===== config.mk =====
export PLATFORM = sky130hd
export DESIGN_NAME = generational_handle_table
export DESIGN_NICKNAME = d
export VERILOG_FILES = /design/src/rtl/ght_pkg.sv /design/src/rtl/ght_ram.sv /design/src/rtl/ght_datapath.sv /design/src/rtl/ght_ctrl.sv /design/src/rtl/generational_handle_table.sv
export SDC_FILE = /design/constraint.sdc
export NUM_CORES = 2
export LEC_CHECK = 0
export BUFFER_PORTS_ARGS = -buffer_cell sky130_fd_sc_hd__buf_2
export CORE_MARGIN = 8
export CORE_UTILIZATION = 25
export DETAILED_ROUTE_END_ITERATION = 8
export HOLD_SLACK_MARGIN = 0.08
export PLACE_DENSITY_LB_ADDON = 0.12
export REMOVE_ABC_BUFFERS = 1
export SYNTH_ARGS = -nofsm -noshare
export SYNTH_HDL_FRONTEND = slang
export SYNTH_SLANG_ARGS = --single-unit
export TNS_END_PERCENT = 1

===== constraint.sdc =====
create_clock -name clk -period 30.5 [get_ports clk]
set_clock_uncertainty 0.05 [all_clocks]
set_input_delay 3.05 -clock clk [delete_from_list [all_inputs] [get_ports clk]]
set_output_delay 3.05 -clock clk [all_outputs]
set_load 0.03 [all_outputs]

===== src/rtl/ght_pkg.sv =====
// Shared types, constants and codes for the generational handle table.
package ght_pkg;

    localparam int SLOTS    = 16;
    localparam int SLOT_W   = (SLOTS > 1) ? $clog2(SLOTS) : 1;
    localparam int GEN_W    = 32;
    localparam int PART_W   = 16;
    localparam int HANDLE_W = GEN_W + PART_W;
    localparam int CAP_W    = 64;
    localparam int OWNER_W  = 64;

    localparam logic [GEN_W-1:0] GEN_MAX = {GEN_W{1'b1}};

    localparam logic [1:0] REQ_CREATE  = 2'd0;
    localparam logic [1:0] REQ_CHECK   = 2'd1;
    localparam logic [1:0] REQ_DESTROY = 2'd2;

    localparam logic STATUS_OK   = 1'b0;
    localparam logic STATUS_FAIL = 1'b1;

    typedef struct packed {
        logic [1:0]          req_type;
        logic [OWNER_W-1:0]  owner_id;
        logic [CAP_W-1:0]    cap_set;
        logic [HANDLE_W-1:0] handle_in;
        logic [CAP_W-1:0]    required_caps;
    } req_t;

    typedef struct packed {
        logic                status;
        logic [HANDLE_W-1:0] handle_out;
    } rsp_t;

    typedef struct packed {
        logic load;
        logic exec;
        logic cap_eval;
    } ght_cmd_t;

    typedef struct packed {
        logic is_check;
    } ght_stat_t;

endpackage


===== src/rtl/ght_ram.sv =====
// Generic single-write, single-read RAM with registered read data.
module ght_ram #(
    parameter int WIDTH = 8,
    parameter int DEPTH = 16
) (
    input  logic                                      clk,
    input  logic                                      we,
    input  logic [((DEPTH > 1) ? $clog2(DEPTH) : 1)-1:0] waddr,
    input  logic [WIDTH-1:0]                          wdata,
    input  logic [((DEPTH > 1) ? $clog2(DEPTH) : 1)-1:0] raddr,
    output logic [WIDTH-1:0]                          rdata
);

    logic [WIDTH-1:0] mem [DEPTH];

    always_ff @(posedge clk)
    begin
        if (we)
        begin
            mem[waddr] <= wdata;
        end
        rdata <= mem[raddr];
    end

endmodule


===== src/rtl/ght_datapath.sv =====
// Slot state, free-slot search, handle decode and result registers.
module ght_datapath (
    input  logic            clk,
    input  logic            rst_n,
    input  ght_pkg::ght_cmd_t  cmd,
    output ght_pkg::ght_stat_t stat,
    input  ght_pkg::req_t   req_in,
    output ght_pkg::rsp_t   rsp_out
);
    import ght_pkg::*;

    req_t               req_reg;
    logic               used_reg [SLOTS];
    logic [GEN_W-1:0]   gen_reg  [SLOTS];
    logic               dec_ok_reg;
    logic               status_reg;
    logic [HANDLE_W-1:0] handle_reg;

    logic               found;
    logic [SLOT_W-1:0]  free_idx;
    logic [PART_W-1:0]  part;
    logic [GEN_W-1:0]   gen_in;
    logic               range_ok;
    logic [SLOT_W-1:0]  dec_idx;
    logic [SLOT_W-1:0]  rd_idx;
    logic [GEN_W-1:0]   rd_gen;
    logic               rd_used;
    logic [GEN_W-1:0]   gen_inc;
    logic               create_ok;
    logic               decode_ok;
    logic [CAP_W-1:0]   caps_rdata;

    always_comb
    begin
        found    = 1'b0;
        free_idx = '0;
        for (int i = SLOTS - 1; i >= 0; i--)
        begin
            if (!used_reg[i] && gen_reg[i] != GEN_MAX)
            begin
                found    = 1'b1;
                free_idx = SLOT_W'(i);
            end
        end
    end

    assign part     = req_reg.handle_in[PART_W-1:0];
    assign gen_in   = req_reg.handle_in[HANDLE_W-1:PART_W];
    assign range_ok = (part != '0) && (part <= PART_W'(SLOTS)) && (gen_in != '0);
    assign dec_idx  = SLOT_W'(part - PART_W'(1));
    assign rd_idx   = (req_reg.req_type == REQ_CREATE) ? free_idx : dec_idx;
    assign rd_gen   = gen_reg[rd_idx];
    assign rd_used  = used_reg[rd_idx];
    assign gen_inc  = rd_gen + GEN_W'(1);

    assign create_ok = (req_reg.owner_id != '0) && found;
    assign decode_ok = range_ok && rd_used && (rd_gen == gen_in);

    assign stat.is_check = (req_reg.req_type == REQ_CHECK);

    always_ff @(posedge clk)
    begin
        if (cmd.load)
        begin
            req_reg <= req_in;
        end
    end

    always_ff @(posedge clk or negedge rst_n)
    begin
        if (!rst_n)
        begin
            for (int i = 0; i < SLOTS; i++)
            begin
                used_reg[i] <= 1'b0;
                gen_reg[i]  <= '0;
            end
        end
        else if (cmd.exec)
        begin
            case (req_reg.req_type)
                REQ_CREATE:
                begin
                    if (create_ok)
                    begin
                        used_reg[free_idx] <= 1'b1;
                        gen_reg[free_idx]  <= gen_inc;
                    end
                end
                REQ_DESTROY:
                begin
                    if (decode_ok)
                    begin
                        used_reg[dec_idx] <= 1'b0;
                    end
                end
                default:
                begin
                end
            endcase
        end
    end

    always_ff @(posedge clk)
    begin
        if (cmd.exec)
        begin
            dec_ok_reg <= decode_ok;
            status_reg <= STATUS_FAIL;
            handle_reg <= '0;
            case (req_reg.req_type)
                REQ_CREATE:
                begin
                    if (create_ok)
                    begin
                        status_reg <= STATUS_OK;
                        handle_reg <= {gen_inc, PART_W'({1'b0, free_idx} + 1)};
                    end
                end
                REQ_DESTROY:
                begin
                    if (decode_ok)
                    begin
                        status_reg <= STATUS_OK;
                    end
                end
                default:
                begin
                end
            endcase
        end
        else if (cmd.cap_eval)
        begin
            status_reg <= (dec_ok_reg && ((caps_rdata & req_reg.required_caps) != '0))
                          ? STATUS_OK : STATUS_FAIL;
            handle_reg <= '0;
        end
    end

    ght_ram #(
        .WIDTH (CAP_W),
        .DEPTH (SLOTS)
    ) u_caps (
        .clk   (clk),
        .we    (cmd.exec && (req_reg.req_type == REQ_CREATE) && create_ok),
        .waddr (free_idx),
        .wdata (req_reg.cap_set),
        .raddr (rd_idx),
        .rdata (caps_rdata)
    );

    assign rsp_out.status     = status_reg;
    assign rsp_out.handle_out = handle_reg;

endmodule


===== src/rtl/ght_ctrl.sv =====
// Controller: sequences load, execute, capability test and result hand-off.
module ght_ctrl (
    input  logic               clk,
    input  logic               rst_n,
    input  logic               req_valid,
    output logic               req_stall,
    output logic               rsp_valid,
    input  logic               rsp_stall,
    output ght_pkg::ght_cmd_t  cmd,
    input  ght_pkg::ght_stat_t stat
);
    import ght_pkg::*;

    typedef enum logic [1:0] {
        S_IDLE,
        S_EXEC,
        S_CAPS,
        S_OUT
    } state_t;

    state_t state_reg;
    logic   stall_reg;
    logic   valid_reg;

    always_ff @(posedge clk or negedge rst_n)
    begin
        if (!rst_n)
        begin
            state_reg <= S_IDLE;
            stall_reg <= 1'b0;
            valid_reg <= 1'b0;
        end
        else
        begin
            case (state_reg)
                S_IDLE:
                begin
                    if (req_valid)
                    begin
                        state_reg <= S_EXEC;
                        stall_reg <= 1'b1;
                    end
                end
                S_EXEC:
                begin
                    if (stat.is_check)
                    begin
                        state_reg <= S_CAPS;
                    end
                    else
                    begin
                        state_reg <= S_OUT;
                        valid_reg <= 1'b1;
                    end
                end
                S_CAPS:
                begin
                    state_reg <= S_OUT;
                    valid_reg <= 1'b1;
                end
                S_OUT:
                begin
                    if (!rsp_stall)
                    begin
                        state_reg <= S_IDLE;
                        valid_reg <= 1'b0;
                        stall_reg <= 1'b0;
                    end
                end
                default:
                begin
                    state_reg <= S_IDLE;
                    valid_reg <= 1'b0;
                    stall_reg <= 1'b0;
                end
            endcase
        end
    end

    assign req_stall    = stall_reg;
    assign rsp_valid    = valid_reg;
    assign cmd.load     = (state_reg == S_IDLE) && req_valid;
    assign cmd.exec     = (state_reg == S_EXEC);
    assign cmd.cap_eval = (state_reg == S_CAPS);

endmodule


===== src/rtl/generational_handle_table.sv =====
// Generational handle table: top level joining controller and datapath.
// One item is handled at a time: create and destroy step from S_EXEC to
// S_OUT, which raises rsp_valid; check passes through S_CAPS first because its
// capability set comes out of the slot RAM's registered read port. The next
// item is accepted no earlier than the edge after the result is taken. The
// free-slot search is a combinational priority pick over the slot used and
// generation flops.
module generational_handle_table (
    input  logic          clk,
    input  logic          rst_n,
    input  logic          req_valid,
    output logic          req_stall,
    input  ght_pkg::req_t req,
    output logic          rsp_valid,
    input  logic          rsp_stall,
    output ght_pkg::rsp_t rsp
);
    import ght_pkg::*;

    ght_cmd_t  cmd;
    ght_stat_t stat;

    ght_ctrl u_ctrl (
        .clk       (clk),
        .rst_n     (rst_n),
        .req_valid (req_valid),
        .req_stall (req_stall),
        .rsp_valid (rsp_valid),
        .rsp_stall (rsp_stall),
        .cmd       (cmd),
        .stat      (stat)
    );

    ght_datapath u_datapath (
        .clk     (clk),
        .rst_n   (rst_n),
        .cmd     (cmd),
        .stat    (stat),
        .req_in  (req),
        .rsp_out (rsp)
    );

endmodule

==> run metrics <==
worst rel slew slack=between 3 and 4%; cells after synthesis=roughly 6,700; Synth cell types=just under 90; area grow syn2layout=17.22%; Synth Cell Area=just under 0.08 mm²; worst path required time=approximately 31 ns; DRC viols=0; Routability Congestion=~0.93; DRT Pass-1 Iters=6; Sw Share=37.06%; Final Non-Filler Cells=approximately 11,000; Slew Limit Fails=0; Post-Route Setup TNS=0 ns; hold crit path type=reg -> reg; DIE HEIGHT=~580 µm; Synth Flop Type=edfxtp_1; clock network latency to the later pin of the worst-skew pair=0.90 ns; fmax=roughly 110 MHz; Max-Cap Viols=0; first-pass GRT wire length=438.2 mm; postcts setup bufs=0; Die W=between 500 and 600 µm; crit path from=u_datapath.gen_reg[170]$_DFFE_PN0P_; pwr dens=roughly 90 mW/mm²; hpwl dp=between 150 and 200 mm; setup violators final=0; Nets=between 7,000 and 8,000; overall routed net length=between 300 and 400 mm; post-layout min period=between 8 and 9 ns; Avg Cell Area, Syn=~12 µm²; final hold violation count=0; antenna-violating nets left=0; Worst-path clk slew=roughly 0.06 ns; reg-to-reg endpoint=u_datapath.handle_reg[46]$_SDFFCE_PN0P_; RSZ-0062 raised after global routing=false; fraction of layout cells with a size suffix above 1=roughly an eighth; Worst setup SP type=register; Post-CTS Resized=0; VDD IR max=~0.060 mV; clk sinks=~1,900; multi-input logic area=about 0.023 mm²; Leak Pwr=about 33 nW; YS warnings=0; worst-path fanout max=~160; wl on met1=141.8 mm; nature of the critical path endpoint=register; Setup CP Type=reg -> reg; floorplan core area=0.3116 mm²; maximum number of pins on one net before global-route repair=a little under 200; final worst path period share=29.05%; CTS tree=yes; DRT iter0 DRCs=about 5,000; vias in the first global route=54,550; Total GRT Usage=18.19%; met3 wire length=around 15 mm; flop-to-flop setup slack=about 22 ns; io pins=about 300; r2r startpoint=u_datapath.gen_reg[170]$_DFFE_PN0P_; Internal Power=5.204 mW; most frequent cells in the layout=1,675 x nand2_1, 1,305 x edfxtp_1, 713 x nand3_1; PortBufs=285; Pwr Total=8.268 mW; Starting Density=roughly 25%; Congestion Overflow GR=0; max FFs per register=1,024; H-tree Lvls=4; WL met2=about 140 mm; crit path to=u_datapath.handle_reg[46]$_SDFFCE_PN0P_; crit path DAT=roughly 9.4 ns; Sequential Power Share=39.9%; DR vias=about 55,000; Row Count=around 210; initial antenna violation count=11; reg2reg path depth=17; Worst-Margin Slew=1.440 ns; DP Cell Count=10,790; Vias/cell=just under 5; part of the Yosys area used for sequential elements=between 60% and 70%; switching power total=slightly above 3 mW; CTS max path bufs=4; Hold-fix buffers, CTS=0; FF+latch count, synth=roughly 1,900; max layer used=met5; combinational power share=approximately 28%; status=finished clean; Async S/R FF share, synth=between 20 and 30%; fillers=31,880; FF+latch area=approximately 0.054 mm²; clock root buffer=clkbuf_16; Routed WL per cell=between 20 and 30 µm; EDFF count, synth=approximately 1,300; Num CTS Buffers=roughly 230; leading cell type in the layout, fill and taps excluded=nand2_1; clock group share of total power=roughly 32%; die area=0.3314 mm²
==> cell type report <==
class                           count  area share (%)
Inverter                           43          0.2631
Antenna cell                        4         0.01091
Clock inverter                     87          0.8411
Timing Repair Buffer              440           2.942
Multi-Input combinational cell   4266           24.70
Tap cell                         4140           5.644
Clock buffer                      333           6.997
Sequential cell                  1901           58.60
==> layer usage <==
layer  global-route usage, %  up-vias
met2                   28.98     1656
met4                   6.715        4
met1                   25.20    28250
met5                       0        -
met3                   2.542      505
li1                        -    24930
==> metrics by stage <==
| step | util [%] | hold WS [ns] | worst slack, ns | instance area (µm²) |
|---|---|---|---|---|
| final | 29.45 | 0.4545 | 21.64 | 91780 |
| after global routing | 29.45 | 0.4787 | 21.72 | 91780 |
| after CTS | 29.45 | 0.4554 | 22.03 | 91770 |
| after detailed placement | 27.14 | 0.4426 | 22.01 | 84580 |
| after global placement | 27.14 | 0.4353 | 22.12 | 84580 |
| after floorplan | - | 0.4130 | 11.23 | 76340 |
==> worst min-delay path by stage <==
stage / endpoint / slack [ns] / from / depth (start not counted)
after CTS: u_datapath.gen_reg[508]$_DFFE_PN0P_ / 0.46 / u_datapath.gen_reg[508]$_DFFE_PN0P_ / 2
after global routing: u_datapath.gen_reg[299]$_DFFE_PN0P_ / 0.48 / u_datapath.gen_reg[299]$_DFFE_PN0P_ / 2
after floorplan: u_datapath.gen_reg[104]$_DFFE_PN0P_ / 0.41 / u_datapath.gen_reg[104]$_DFFE_PN0P_ / 2
after detailed placement: u_datapath.gen_reg[508]$_DFFE_PN0P_ / 0.44 / u_datapath.gen_reg[508]$_DFFE_PN0P_ / 2
final: u_datapath.gen_reg[389]$_DFFE_PN0P_ / 0.45 / u_datapath.gen_reg[389]$_DFFE_PN0P_ / 2
after global placement: u_datapath.gen_reg[276]$_DFFE_PN0P_ / 0.44 / u_datapath.gen_reg[276]$_DFFE_PN0P_ / 2
==> worst max-delay path, cell delays in order, from the launching register on <==
cell and delay, ns:
dfrtp_1 0.38, nand4_1 0.21, nor4_1 1.14, a21oi_1 0.41, or4_1 0.60, o221ai_2 0.14, buf_4 0.25, a21o_4 0.57
buf_4 0.59, buf_12 0.67, a2111oi_0 0.17, nor4_1 0.51, o221ai_1 0.44, or3_4 0.50, nor4_2 0.48, or3b_1 0.50
o21ai_2 0.71, a21oi_1 0.14
==> synth_stat cells, types with 35 or more instances <==
| cell | count | area [µm²] |
|---|---|---|
| mux2i_1 | 96 | 960.9 |
| buf_2 | 53 | 265.3 |
| o21ai_0 | 506 | 2532 |
| clkbuf_1 | 345 | 1295 |
| dfrtp_1 | 532 | 13310 |
| nand3_1 | 713 | 3568 |
| a211oi_1 | 48 | 360.4 |
| a31oi_1 | 122 | 763.2 |
| and3_1 | 106 | 663.1 |
| a21oi_1 | 37 | 185.2 |
| nor2_1 | 146 | 548.0 |
| nand2_1 | 1693 | 6355 |
| edfxtp_1 | 1305 | 39190 |
| a311oi_1 | 79 | 691.9 |
| nor4_1 | 64 | 400.4 |
| inv_1 | 43 | 161.4 |
| a2111oi_0 | 42 | 367.9 |
| buf_1 | 37 | 138.9 |
| dfxtp_1 | 64 | 1281 |
| nor3_1 | 35 | 175.2 |
| a22oi_1 | 35 | 262.8 |
| nand4_1 | 166 | 1039 |
==> cell families (layout without fill, tap and decap cells) <==
kind of cell | after synthesis | after routing | synth area share, %
AOI/OAI and AO/OA | 1073 | 1073 | 8.938
xor gates and xnor gates | 51 | 51 | 0.5705
adders and majority gates | 13 | 13 | 0.2077
buffers and inverters | 515 | 903 | 2.755
DFF | 1901 | 1901 | 68.69
muxes | 111 | 111 | 1.601
other | 1 | 15 | 0.004789
and+or+nand+nor | 3007 | 3007 | 17.23
==> power by group through the flow <==
stage / registers, mW / clock network, mW / logic [mW]
after global placement: 3.35 / 0 / 2.34
after CTS: 3.30 / 2.73 / 2.35
after floorplan: 3.30 / 0 / 1.62
final: 3.30 / 2.66 / 2.31
after detailed placement: 3.35 / 0 / 2.34
after global routing: 3.32 / 2.83 / 2.48
(Power assumes the default switching activity.)
